<file path="src/design/salc_pkg.sv">
// Shared types and constants of the set-associative LRU hit tracker.
// No dependencies; every other design file but salc_ram refers to this package by scoped names.
package salc_pkg;

  localparam int LINE_BYTES = 32;
  localparam int LINE_SHIFT = 5;
  localparam int MAX_WAYS   = 16;
  localparam int WAYS_LOG2  = 4;
  localparam int PADDR_W    = 4;

  localparam logic [1:0] REG_CACHE_SIZE = 2'd0;
  localparam logic [1:0] REG_WAYS       = 2'd1;
  localparam logic [1:0] REG_STORE_ALLOC = 2'd2;
  localparam logic [1:0] REG_PREFETCH   = 2'd3;

  localparam logic [1:0] PF_NONE  = 2'd0;
  localparam logic [1:0] PF_EVERY = 2'd1;
  localparam logic [1:0] PF_MISS  = 2'd2;

  localparam logic CMD_STORE = 1'b1;

  typedef struct packed {
    logic        command;
    logic [31:0] address;
  } in_beat_t;

  typedef struct packed {
    logic        hit;
    logic [31:0] hit_count;
    logic [31:0] access_count;
  } out_beat_t;

  typedef struct packed {
    logic [3:0] cache_size_log2;
    logic [2:0] ways_log2;
    logic       store_miss_allocate;
    logic [1:0] prefetch_mode;
  } cfg_t;

  typedef struct packed {
    logic accept;    // capture the input beat and read its set row
    logic rd_pf;     // read the set row of the next line
    logic ev_demand; // update the demand set and the counts
    logic ev_pf;     // update the prefetch set
    logic load_out;  // load the result register
  } ctrl_cmd_t;

  typedef struct packed {
    logic do_pf;     // prefetch needed after this demand probe
  } dp_status_t;

endpackage

</file>
<file path="src/design/salc_ctrl.sv">
// Sequencer of the hit tracker: handshakes and the probe steps of one item.
// Depends on salc_pkg.
module salc_ctrl (
  input  logic                   clk_i,
  input  logic                   rst_ni,
  input  logic                   in_valid_i,
  output logic                   in_stall_o,
  output logic                   out_valid_o,
  input  logic                   out_stall_i,
  input  salc_pkg::dp_status_t   status_i,
  output salc_pkg::ctrl_cmd_t    cmd_o
);

  localparam logic [2:0] ST_IDLE = 3'd0;
  localparam logic [2:0] ST_EV1  = 3'd1;
  localparam logic [2:0] ST_RD2  = 3'd2;
  localparam logic [2:0] ST_EV2  = 3'd3;
  localparam logic [2:0] ST_DONE = 3'd4;

  logic [2:0] state_q, state_d;
  logic       out_valid_q, out_valid_d;
  logic       slot_free;

  assign slot_free = !out_valid_q || !out_stall_i;

  always_comb begin
    state_d     = state_q;
    out_valid_d = out_valid_q && out_stall_i;
    cmd_o       = '0;
    case (state_q)
      ST_IDLE: begin
        if (in_valid_i) begin
          cmd_o.accept = 1'b1;
          state_d      = ST_EV1;
        end
      end
      ST_EV1: begin
        cmd_o.ev_demand = 1'b1;
        state_d         = status_i.do_pf ? ST_RD2 : ST_DONE;
      end
      ST_RD2: begin
        cmd_o.rd_pf = 1'b1;
        state_d     = ST_EV2;
      end
      ST_EV2: begin
        cmd_o.ev_pf = 1'b1;
        state_d     = ST_DONE;
      end
      ST_DONE: begin
        if (slot_free) begin
          cmd_o.load_out = 1'b1;
          out_valid_d    = 1'b1;
          state_d        = ST_IDLE;
        end
      end
      default: state_d = ST_IDLE;
    endcase
  end

  always_ff @(posedge clk_i or negedge rst_ni) begin
    if (!rst_ni) begin
      state_q     <= ST_IDLE;
      out_valid_q <= 1'b0;
    end else begin
      state_q     <= state_d;
      out_valid_q <= out_valid_d;
    end
  end

  assign in_stall_o  = (state_q != ST_IDLE);
  assign out_valid_o = out_valid_q;

endmodule

</file>
<file path="config.mk">
export PLATFORM = sky130hd
export DESIGN_NAME = salc_ctrl
export DESIGN_NICKNAME = d
export VERILOG_FILES = /design/src/design/salc_pkg.sv /design/src/design/salc_ctrl.sv
export SDC_FILE = /design/constraint.sdc
export NUM_CORES = 1
export LEC_CHECK = 0
export ABC_AREA = 1
export BUFFER_PORTS_ARGS = -buffer_cell sky130_fd_sc_hd__buf_4
export CORE_AREA = 5 5 42 44
export CTS_CLUSTER_DIAMETER = 40
export DETAILED_ROUTE_END_ITERATION = 6
export DIE_AREA = 0 0 47 49
export PLACE_DENSITY = 0.39
export SYNTH_ARGS = -nofsm -noshare
export SYNTH_HDL_FRONTEND = slang
export SYNTH_SLANG_ARGS = --single-unit
</file>
<file path="constraint.sdc">
create_clock -name clk_i -period 0.85 [get_ports clk_i]
set_input_delay 0.0425 -clock clk_i [delete_from_list [all_inputs] [get_ports clk_i]]
set_output_delay 0.0425 -clock clk_i [all_outputs]
set_load 0.03 [all_outputs]
</file>
==> metrics.csv <==
stage,metric,value,unit
outcome,status,"complete, but fails checks",
outcome,violated checks,setup timing,
hold_path,Min-Delay Startpoint,out_stall_i,
drt,post-route ant nets,0,
die,number of top-level pins,12,
drt,Remaining DRCs,0,
logic_synthesis,Most used DFF post-synth,dfrtp_1,
final_layout,diodes inserted,0,
logic_synthesis,"Seq/Total Area, Yosys",45.98,%
logic_synthesis,synth top area cells,"dfrtp_1, inv_1, nand3_1, nand2_1, nor2_2",
critical_path,critical-path cell list,nor2_4 > nand2_2 > nor2_4 > buf_6,
logic_synthesis,Post-synth ARST share,100.0,%
critical_path,worst reg2reg startpoint,state_q[2],
timing,Worst-Margin Slew,0.1655,ns
logic_synthesis,syn_nets,35,
power_and_ir_drop,worst vdd ir,0.001578,V
critical_path,Crit Path Category,register to primary output,
critical_path,CP Capture Type,primary output,
timing,fmax,0.8683,GHz
critical_path,crit-path most repeated cell,nor2_4,
logic_synthesis,Netlist Area Pre-Place,217.7,sq um
clocking,# H-tree levels,1,
die,Die ar.,2303,sq um
critical_path,Crit path arrival time,1.11,ns
drt,Via Count,251,
final_layout,Area Growth Syn to Fin,105.2,%
clocking,TritonCTS clock tree,built,
drt,Avg WL per Cell,8.500,um
power_and_ir_drop,P per Cell Area,4087,nW/um^2
clocking,CTS max path bufs,2,
logic_synthesis,Mean Syn Cell Area,7.257,sq um
timing,max-slew violations,0,
place,GPL Wtd Cong,0.6789,
critical_path,startpoint types,register,
clocking,clk root buf,clkbuf_4,
global_routing,gr ovfl total,0,
timing,Hold Fails Final Rpt,0,
critical_path,CP peak stage delay,0.41,ns
power_and_ir_drop,P_leak,0.2466,nW
final_layout,layout cell share with drive strength beyond 1,62.00,%
place,post-detail-place hpwl,438.1,um
logic_synthesis,Yosys top cell area share,45.98,%
timing,final cycle utilization of the critical path,135.5,%
global_routing,initial antenna violation count,0,
clocking,CTS Buf Count,3,
die,Core Region,1401,sq um
final_layout,filler-free cell count of the finished design,66,
global_routing,vias in the first global route,239,
timing,Final min period,1.152,ns
drt,met3 routed WL,87,um
clocking,Sink Count,4,
die,die width,47,um
critical_path,slowest CP cell,dfrtp_1,
global_routing,GRT Overall Usage,5.928,%
place,port buffer count,11,
die,Site Rows,14,
logic_synthesis,Synth area leader,dfrtp_1,
logic_synthesis,top post-synthesis cells by count,"inv_1, nand2_1, dfrtp_1, nand3_1, nor2_2",
final_layout,final core occ,31.87,%
logic_synthesis,synthesized flop and latch total,4,
final_layout,Final #Nets,56,
critical_path,worst endpoint required time,0.81,ns
timing,Slew HR,88.92,%
drt,M1 wire length,217,um
critical_path,CP Buf/Inv Count,1,
drt,drt pass-1 iters,1,
drt,initial DRC count,0,
hold_path,worst hold path type,primary input to register,
die,die height,49,um
global_routing,largest net degree at the start of global routing,6,
timing,Clock Skew,0.01274,ns
clocking,Worst-path clk slew,0.05,ns
global_routing,first-pass GRT wire length,938,um
timing,RSZ-0062 raised after global routing,true,
critical_path,Setup crit start,state_q[0],
timing,Final setup viols,8,
drt,met2 WL,255,um
critical_path,"delay-heaviest family, CP",flip-flops,
logic_synthesis,number of synthesized flops with an enable pin,0,
logic_synthesis,top-count cell post-synth,inv_1,
logic_synthesis,Syn. warnings,0,
clocking,clock latency on the worst-skew pair,0.24,ns
drt,drt via density,3.803,
drt,max layer used,met3,
logic_synthesis,synth unique cells,9,
logic_synthesis,Cells after Synth,30,
timing,fin worst setup slack,-0.3017,ns
place,cell total after placement,59,
flow_run,Max Cap Violations,0,
drt,WL final,561,um
critical_path,worst-path maximum fanout,3,
die,effective utilization at floorplan,15.54,%
## path summary, 6_finish.rpt
kind / to / slack, ns / cells past startpoint
min in group asynchronous: out_valid_o / 0.13 / 2
max reg2reg: out_valid_o / -0.07 / 4
min reg2reg: out_valid_o / 0.54 / 2
min: out_valid_o / 0.05 / 3
max in group asynchronous: state_q[1] / 0.59 / 2
max: cmd_o[0] / -0.30 / 4
## where the power goes
| group | total, mW | switching (mW) | internal (mW) | leakage (nW) |
|---|---|---|---|---|
| clock network | 0.262 | 0.0855 | 0.177 | 0.0150 |
| logic | 1.18 | 0.653 | 0.525 | 0.184 |
| registers | 0.385 | 0.106 | 0.279 | 0.0478 |
## worst reg2reg max path, delay by kind of cell (launching register included)
| family | cells | cell delay (ns) |
|---|---|---|
| DFF | 1 | 0.44 |
| buffers and inverters | 2 | 0.25 |
| and+or+nand+nor | 2 | 0.12 |
## repair_timing
| item | CTS | global route |
|---|---|---|
| setup buffers | 2 | 0 |
| pin swaps | 3 | 0 |
| hold buffers | 1 | 0 |
| gates cloned | 0 | 0 |
| hold endpoints to repair | 4 | 0 |
| endpoints found under the setup margin | 10 | 10 |
| resized for setup | 13 | 1 |
## placed cells by master, fill, tap and decap left out, drive strengths merged
cell,n
inv,9
dfrtp,4
clkbuf,4
nor2,5
nand3,4
nand2,6
o211ai,1
dlygate4sd3,1
o21ai,1
buf,15
## state kept, by name, indices dropped and copies added, names as in the netlist
signal	cells
out_valid_o	1
state_q	3
## logic make-up (layout without fill, tap and decap cells)
family	after synthesis	in the layout	synth area share [%]
AOI/OAI and AO/OA	2	2	5.746
buffers and inverters	9	29	15.52
DFF	4	4	45.98
and+or+nand+nor	15	15	32.76
## through the flow
stage / TNS (ns) / worst slack [ns] / cell area, sq um / power (mW) / hold slack (ns)
after detailed placement: -0.4195 / -0.1197 / 356.6 / 1.350 / -0.1583
after global placement: -0.4357 / -0.1189 / 356.6 / 1.357 / -0.1579
after global routing: -2.377 / -0.3689 / 446.7 / 1.975 / 0.05625
after CTS: -1.856 / -0.3218 / 446.7 / 1.859 / 0.04110
final: -1.713 / -0.3017 / 446.7 / 1.825 / 0.04671
after floorplan: -0.1661 / -0.08690 / 239.0 / 1.001 / -0.2531
## per-layer routing
metal,vias to the layer above,GRT usage (%)
met3,0,7.011
li1,130,-
met2,11,8.371
met5,-,0
met1,110,6.195
met4,0,0
## layout make-up
class                      instances  area (sq um)
fill                             157         954.7
timing repair buffer              16         148.9
multi-input combinational         17         113.9
sequential                         4         103.9
inverter                           9         33.78
clock buffer                       4         26.28
tap                               16         20.02
(Power assumes the default switching activity.)
